File: src/hdl/tlca_pkg.sv
// ---------------------------------------------------------------------------
// tlca_pkg: shared types, codes and control store for the LCA engine
// Holds the node and depth types, the micro-operation and jump condition
// codes, the step addresses and the read-only microprogram itself.
// ---------------------------------------------------------------------------
package tlca_pkg;

   localparam int ID_W    = 10;
   localparam int DEPTH_W = 10;
   localparam int ID_SPAN = 1024;

   typedef logic [ID_W-1:0]    node_type;
   typedef logic [DEPTH_W-1:0] depth_type;
   typedef logic [3:0]         op_type;
   typedef logic [2:0]         cond_type;
   typedef logic [3:0]         step_type;

   // Micro-operations carried out by the datapath.
   localparam op_type OP_NOP           = 4'd0;
   localparam op_type OP_DEP_RD_PARENT = 4'd1;
   localparam op_type OP_INS_HEAD      = 4'd2;
   localparam op_type OP_ANC_RD_MID    = 4'd3;
   localparam op_type OP_INS_FILL      = 4'd4;
   localparam op_type OP_DEP_RD_XY     = 4'd5;
   localparam op_type OP_Q_ORDER       = 4'd6;
   localparam op_type OP_ANC_RD_X      = 4'd7;
   localparam op_type OP_L1_PICK       = 4'd8;
   localparam op_type OP_L1_STEP       = 4'd9;
   localparam op_type OP_LVL_TOP       = 4'd10;
   localparam op_type OP_ANC_RD_XY     = 4'd11;
   localparam op_type OP_L2_STEP       = 4'd12;
   localparam op_type OP_OUT_ANC       = 4'd13;
   localparam op_type OP_OUT_X         = 4'd14;

   // Jump conditions.
   localparam cond_type C_NEVER    = 3'd0;
   localparam cond_type C_ALWAYS   = 3'd1;
   localparam cond_type C_START    = 3'd2;
   localparam cond_type C_SLOT0    = 3'd3;
   localparam cond_type C_LVL_MORE = 3'd4;
   localparam cond_type C_LVL_NZ   = 3'd5;
   localparam cond_type C_EQ       = 3'd6;

   // Step addresses of the microprogram.
   localparam step_type ST_IDLE  = 4'd0;
   localparam step_type ST_I0    = 4'd1;
   localparam step_type ST_I1    = 4'd2;
   localparam step_type ST_I2    = 4'd3;
   localparam step_type ST_I3    = 4'd4;
   localparam step_type ST_Q0    = 4'd5;
   localparam step_type ST_Q1    = 4'd6;
   localparam step_type ST_Q2    = 4'd7;
   localparam step_type ST_Q3    = 4'd8;
   localparam step_type ST_Q4    = 4'd9;
   localparam step_type ST_Q5    = 4'd10;
   localparam step_type ST_Q6    = 4'd11;
   localparam step_type ST_Q7    = 4'd12;
   localparam step_type ST_Q8    = 4'd13;
   localparam step_type ST_Q9    = 4'd14;
   localparam step_type ST_QOUTX = 4'd15;

   typedef struct packed {
      op_type   op;
      cond_type cond;
      step_type target;
      logic     fall_idle;
   } ctl_word_type;

   typedef struct packed {
      logic slot0;
      logic lvl_more;
      logic lvl_nz;
      logic xy_eq;
   } dp_status_type;

   typedef struct packed {
      logic     valid;
      node_type node;
   } dp_result_type;

   function automatic ctl_word_type cw(input op_type op, input cond_type cond,
                                       input step_type target, input logic fall_idle);
      ctl_word_type w;
      w.op        = op;
      w.cond      = cond;
      w.target    = target;
      w.fall_idle = fall_idle;
      return w;
   endfunction

   // The control store. A taken jump goes to the target; otherwise the
   // sequencer steps on, or back to idle when fall_idle is set.
   function automatic ctl_word_type uc_rom(input step_type step);
      ctl_word_type w;
      case (step)
         ST_IDLE:  w = cw(OP_NOP,           C_START,    ST_Q0,    1'b0);
         ST_I0:    w = cw(OP_DEP_RD_PARENT, C_SLOT0,    ST_IDLE,  1'b0);
         ST_I1:    w = cw(OP_INS_HEAD,      C_NEVER,    ST_IDLE,  1'b0);
         ST_I2:    w = cw(OP_ANC_RD_MID,    C_NEVER,    ST_IDLE,  1'b0);
         ST_I3:    w = cw(OP_INS_FILL,      C_LVL_MORE, ST_I2,    1'b1);
         ST_Q0:    w = cw(OP_DEP_RD_XY,     C_NEVER,    ST_IDLE,  1'b0);
         ST_Q1:    w = cw(OP_Q_ORDER,       C_NEVER,    ST_IDLE,  1'b0);
         ST_Q2:    w = cw(OP_ANC_RD_X,      C_NEVER,    ST_IDLE,  1'b0);
         ST_Q3:    w = cw(OP_L1_PICK,       C_NEVER,    ST_IDLE,  1'b0);
         ST_Q4:    w = cw(OP_L1_STEP,       C_LVL_NZ,   ST_Q3,    1'b0);
         ST_Q5:    w = cw(OP_LVL_TOP,       C_EQ,       ST_QOUTX, 1'b0);
         ST_Q6:    w = cw(OP_ANC_RD_XY,     C_NEVER,    ST_IDLE,  1'b0);
         ST_Q7:    w = cw(OP_L2_STEP,       C_LVL_NZ,   ST_Q6,    1'b0);
         ST_Q8:    w = cw(OP_ANC_RD_X,      C_NEVER,    ST_IDLE,  1'b0);
         ST_Q9:    w = cw(OP_OUT_ANC,       C_ALWAYS,   ST_IDLE,  1'b0);
         ST_QOUTX: w = cw(OP_OUT_X,         C_ALWAYS,   ST_IDLE,  1'b0);
         default:  w = cw(OP_NOP,           C_ALWAYS,   ST_IDLE,  1'b0);
      endcase
      return w;
   endfunction

endpackage

File: src/hdl/tlca_useq.sv
// ---------------------------------------------------------------------------
// tlca_useq: microprogram sequencer
// Step counter over the control store, with conditional jumps on datapath
// status and a dispatch from idle on the request kind.
// ---------------------------------------------------------------------------
module tlca_useq (
   input  logic                    clock,
   input  logic                    reset,
   input  logic                    start,
   input  logic                    req_type,
   input  tlca_pkg::dp_status_type status,
   output tlca_pkg::ctl_word_type  ctl,
   output logic                    busy
);

   tlca_pkg::step_type step_ff;
   tlca_pkg::step_type step_in;
   logic               taken;

   assign ctl  = tlca_pkg::uc_rom(step_ff);
   assign busy = (step_ff != tlca_pkg::ST_IDLE);

   always_comb begin
      case (ctl.cond)
         tlca_pkg::C_NEVER:    taken = 1'b0;
         tlca_pkg::C_ALWAYS:   taken = 1'b1;
         tlca_pkg::C_SLOT0:    taken = status.slot0;
         tlca_pkg::C_LVL_MORE: taken = status.lvl_more;
         tlca_pkg::C_LVL_NZ:   taken = status.lvl_nz;
         tlca_pkg::C_EQ:       taken = status.xy_eq;
         default:              taken = 1'b0;
      endcase

      if (ctl.cond == tlca_pkg::C_START) begin
         // Queries branch to their own routine; inserts start on the next step.
         if (!start) begin
            step_in = step_ff;
         end else if (req_type) begin
            step_in = ctl.target;
         end else begin
            step_in = step_ff + tlca_pkg::step_type'(1);
         end
      end else if (taken) begin
         step_in = ctl.target;
      end else if (ctl.fall_idle) begin
         step_in = tlca_pkg::ST_IDLE;
      end else begin
         step_in = step_ff + tlca_pkg::step_type'(1);
      end
   end

   always_ff @(posedge clock) begin
      if (reset) begin
         step_ff <= tlca_pkg::ST_IDLE;
      end else begin
         step_ff <= step_in;
      end
   end

   a_idle_holds: assert property (@(posedge clock) disable iff (reset)
      (step_ff == tlca_pkg::ST_IDLE && !start) |=> (step_ff == tlca_pkg::ST_IDLE))
      else $error("sequencer left idle without a request");

endmodule

File: config.mk
export PLATFORM = sky130hd
export DESIGN_NAME = tlca_useq
export DESIGN_NICKNAME = d
export VERILOG_FILES = /design/src/hdl/tlca_pkg.sv /design/src/hdl/tlca_useq.sv
export SDC_FILE = /design/constraint.sdc
export NUM_CORES = 1
export LEC_CHECK = 0
export BUFFER_PORTS_ARGS = -buffer_cell sky130_fd_sc_hd__buf_2
export CORE_MARGIN = 1.5
export CORE_UTILIZATION = 50
export DETAILED_ROUTE_END_ITERATION = 12
export GPL_ROUTABILITY_DRIVEN = 0
export PLACE_DENSITY = 0.75
export SETUP_SLACK_MARGIN = 0.4
export SYNTH_ARGS = -nofsm -noshare
export SYNTH_HDL_FRONTEND = slang
export SYNTH_SLANG_ARGS = --single-unit
File: constraint.sdc
create_clock -name clock -period 4.85 [get_ports clock]
set_clock_uncertainty 0.2 [all_clocks]
set_input_delay 0.97 -clock clock [delete_from_list [all_inputs] [get_ports clock]]
set_output_delay 0.97 -clock clock [all_outputs]
set_load 0.01 [all_outputs]
==> results.sh <==
export IMPL_outcome="finished, final reports clean"
export IMPL_drv_cap=0
export IMPL_finalCritPeriodShare_pct=67.22
export IMPL_drt_total_wl_um=2044
export IMPL_chipWidth_um=47.66
export IMPL_vias=853
export IMPL_rsz0062_at_grt="false"
export IMPL_synth_xor_area_share_pct=0.8783
export IMPL_design_area_mm2=0.001120
export IMPL_boundaryPins=21
export IMPL_critPathTopFamily="simple AND/OR/NAND/NOR gates"
export IMPL_critPathMaxFanout=7
export IMPL_drtIter0Drc=14
export IMPL_antenna_found_initial=0
export IMPL_async_flop_share_pct=0
export IMPL_hp_class="reg -> reg"
export IMPL_post_cts_buffers=0
export IMPL_htree_levels=1
export IMPL_worstPathRequired_ns=4.83
export IMPL_grt_use_met2_pct=32.16
export IMPL_ys_flop_type="dfxtp_1"
export IMPL_antenna_cells=0
export IMPL_clockRootBuffer="clkbuf_4"
export IMPL_synth_edff_count=0
export IMPL_startpoint="status[0]"
export IMPL_slew_headroom_pct=69.45
export IMPL_yosysWarnings=0
export IMPL_drcViolationCount=0
export IMPL_busiest_layer="met2"
export IMPL_routedWlPerCell_um=13.63
export IMPL_fin_crit_ns=3.260
export IMPL_synthMuxAreaShare_pct=7.779
export IMPL_cts_resized_gates=0
export IMPL_synth_area_top_cells="dfxtp_1 (32%), ha_1 (7.5%), nor2_1 (3.4%), nor2b_1 (3.1%), mux2i_1 (3.0%)"
export IMPL_synthesis_area_um2=997.2
export IMPL_grt_util_met1_pct=26.32
export IMPL_cts_buffers=3
export IMPL_avgSynthCellArea_um2=9.408
export IMPL_yosysMostFrequentCell="dfxtp_1"
export IMPL_grt_pass1_vias=717
export IMPL_ir_drop_v=0.0003365
export IMPL_clock_path_buffers=2
export IMPL_cts_hold_buf=0
export IMPL_post_synth_top_area_fraction_pct=32.12
export IMPL_rr_endpoint="ctl[5]"
export IMPL_grt_pass1_wl_um=3167
export IMPL_ff2ff_setup_slack_ns=1.90
export IMPL_power_density_mw_per_mm2=738.4
export IMPL_crit_path_top_delay_cell="or4b_1"
export IMPL_core_area_mm2=0.001802
export IMPL_reg2reg_from="ctl[6]"
export IMPL_yosysUniqueCellTypes=47
export IMPL_drtPass1Iterations=4
export IMPL_synth_top_family_by_area="simple AND/OR/NAND/NOR gates"
export IMPL_crit_end="ctl[5]"
export IMPL_seq_area_frac_synth_pct=32.12
export IMPL_synth_compound_area_share_pct=19.95
export IMPL_fin_util_pct=62.15
export IMPL_synth_simple_area_share_pct=25.97
export IMPL_yosys_area_top_type="dfxtp_1"
export IMPL_fp_row_count=15
export IMPL_syn_inst=106
export IMPL_p_leak_nw=0.4824
export IMPL_avgViaCountPerCell=5.687
export IMPL_grt_ovfl_total=0
export IMPL_syn_nets=120
export IMPL_post_dp_cell_area_mm2=0.001097
export IMPL_cp_end_kind="flip-flop"
export IMPL_port_buffers=20
export IMPL_cts_sinks=16
export IMPL_drive_above_1_share_pct=28.00
export IMPL_cts_tree="yes"
export IMPL_die_area_mm2=0.002271
export IMPL_crit_chain="buf_2, mux2i_1, o221ai_4, or3_1, a31oi_1, nor2b_1, ha_1, or4b_1, nand3_1, nor3_1"
export IMPL_finalNetCount=141
export IMPL_tightest_slew_ns=0.4520
export IMPL_hold_viol_final=0
export IMPL_grt_max_degree=14
export IMPL_antenna_left=0
export IMPL_ys_ff_latch=16
export IMPL_place_hpwl_um=1601
export IMPL_clkTransAtPathRegs_ns=0.09
export IMPL_finalSetupViolCount=0
export IMPL_synth_common_cells="dfxtp_1 (16), nor2_1 (9), nand2_1 (8)"
export IMPL_met3_usage_pct=2.264
export IMPL_cp_start_kind="input port"
export IMPL_cp_depth=10
export IMPL_slew_violations=0
export IMPL_crit_buf_inv=1
export IMPL_die_h_um=47.66
export IMPL_slowest_delay_ns=0.45
export IMPL_synthAdderAreaFrac_pct=7.528
export IMPL_fmax_ghz=0.3068
export IMPL_cp_data_arrival_time_ns=3.24
export IMPL_rr_worst_depth=9
export IMPL_syn_to_final_growth_pct=12.30
export IMPL_fin_tns_setup_ns=0
export IMPL_path_class="in -> reg"
export IMPL_clock_latency_ns=0.29
export IMPL_start_util_pct=55.35
export IMPL_gr_usage_all_layers_pct=19.89
==> layout by cell type (no fill, tap or decap), types with 4 or more instances in the layout <==
| master | netlist | routed |
|---|---|---|
| ha_1 | 6 | 6 |
| a21oi_1 | 4 | 4 |
| inv_1 | 6 | 6 |
| nand2_1 | 8 | 8 |
| dfxtp_1 | 16 | 16 |
| nor2b_1 | 5 | 5 |
| buf_2 | 1 | 20 |
| nor2_1 | 9 | 9 |
==> power breakdown <==
| group | total, mW | internal, mW | switching, mW | leakage, nW |
|---|---|---|---|---|
| logic | 0.518 | 0.219 | 0.300 | 0.336 |
| registers | 0.238 | 0.189 | 0.0489 | 0.133 |
| clock network | 0.0709 | 0.0289 | 0.0420 | 0.0138 |
==> final cells by class <==
class	instances	area, um^2
clock buffer	3	22.52
fill	173	681.9
inverter	7	26.28
multi-input combinational	79	619.3
sequential	16	320.3
tap	25	31.28
timing repair buffer	20	100.1
==> routing by layer <==
layer,up-vias,share of wire [%]
li1,425,-
met1,406,46
met2,18,49
met3,4,3.4
met4,0,1.6
met5,-,0
==> through the flow <==
step	total power, mW	setup WS [ns]	hold slack, ns	instances
final	0.8269	1.590	0.3584	150
after global routing	0.8984	1.376	0.3972	150
after CTS	0.8319	1.579	0.3607	150
after detailed placement	0.7590	1.265	0.3485	147
after global placement	0.7388	1.383	0.3474	147
after floorplan	0.6419	1.625	0.3571	106
==> worst min path at each step <==
| stage | startpoint | endpoint | depth (start not counted) |
|---|---|---|---|
| after detailed placement | ctl[2] | step_ff[1] | 2 |
| final | ctl[2] | step_ff[1] | 2 |
| after CTS | ctl[2] | step_ff[1] | 2 |
| after global routing | ctl[2] | step_ff[1] | 2 |
| after global placement | ctl[2] | step_ff[1] | 2 |
| after floorplan | ctl[2] | step_ff[1] | 2 |
==> cells by family after synthesis <==
group | count (synthesis)
AO/OA/AOI/OAI | 21
multiplexers | 7
buffers and inverters | 11
adder cells (fa/ha/maj) | 6
XOR/XNOR | 1
AND/OR/NAND/NOR | 44
flip-flops | 16
==> tightest hold or removal path: cells and delay by family, from the launching register on <==
family | cells | cell delay, ns
AO/OA/AOI/OAI | 1 | 0.09
flip-flops | 1 | 0.33
AND/OR/NAND/NOR | 1 | 0.09
==> sequential cells by signal, summed over array words and instances (netlist names) <==
register,cells
step_ff,4
ctl,12
No activity file was read; power rests on OpenSTA's default activity.
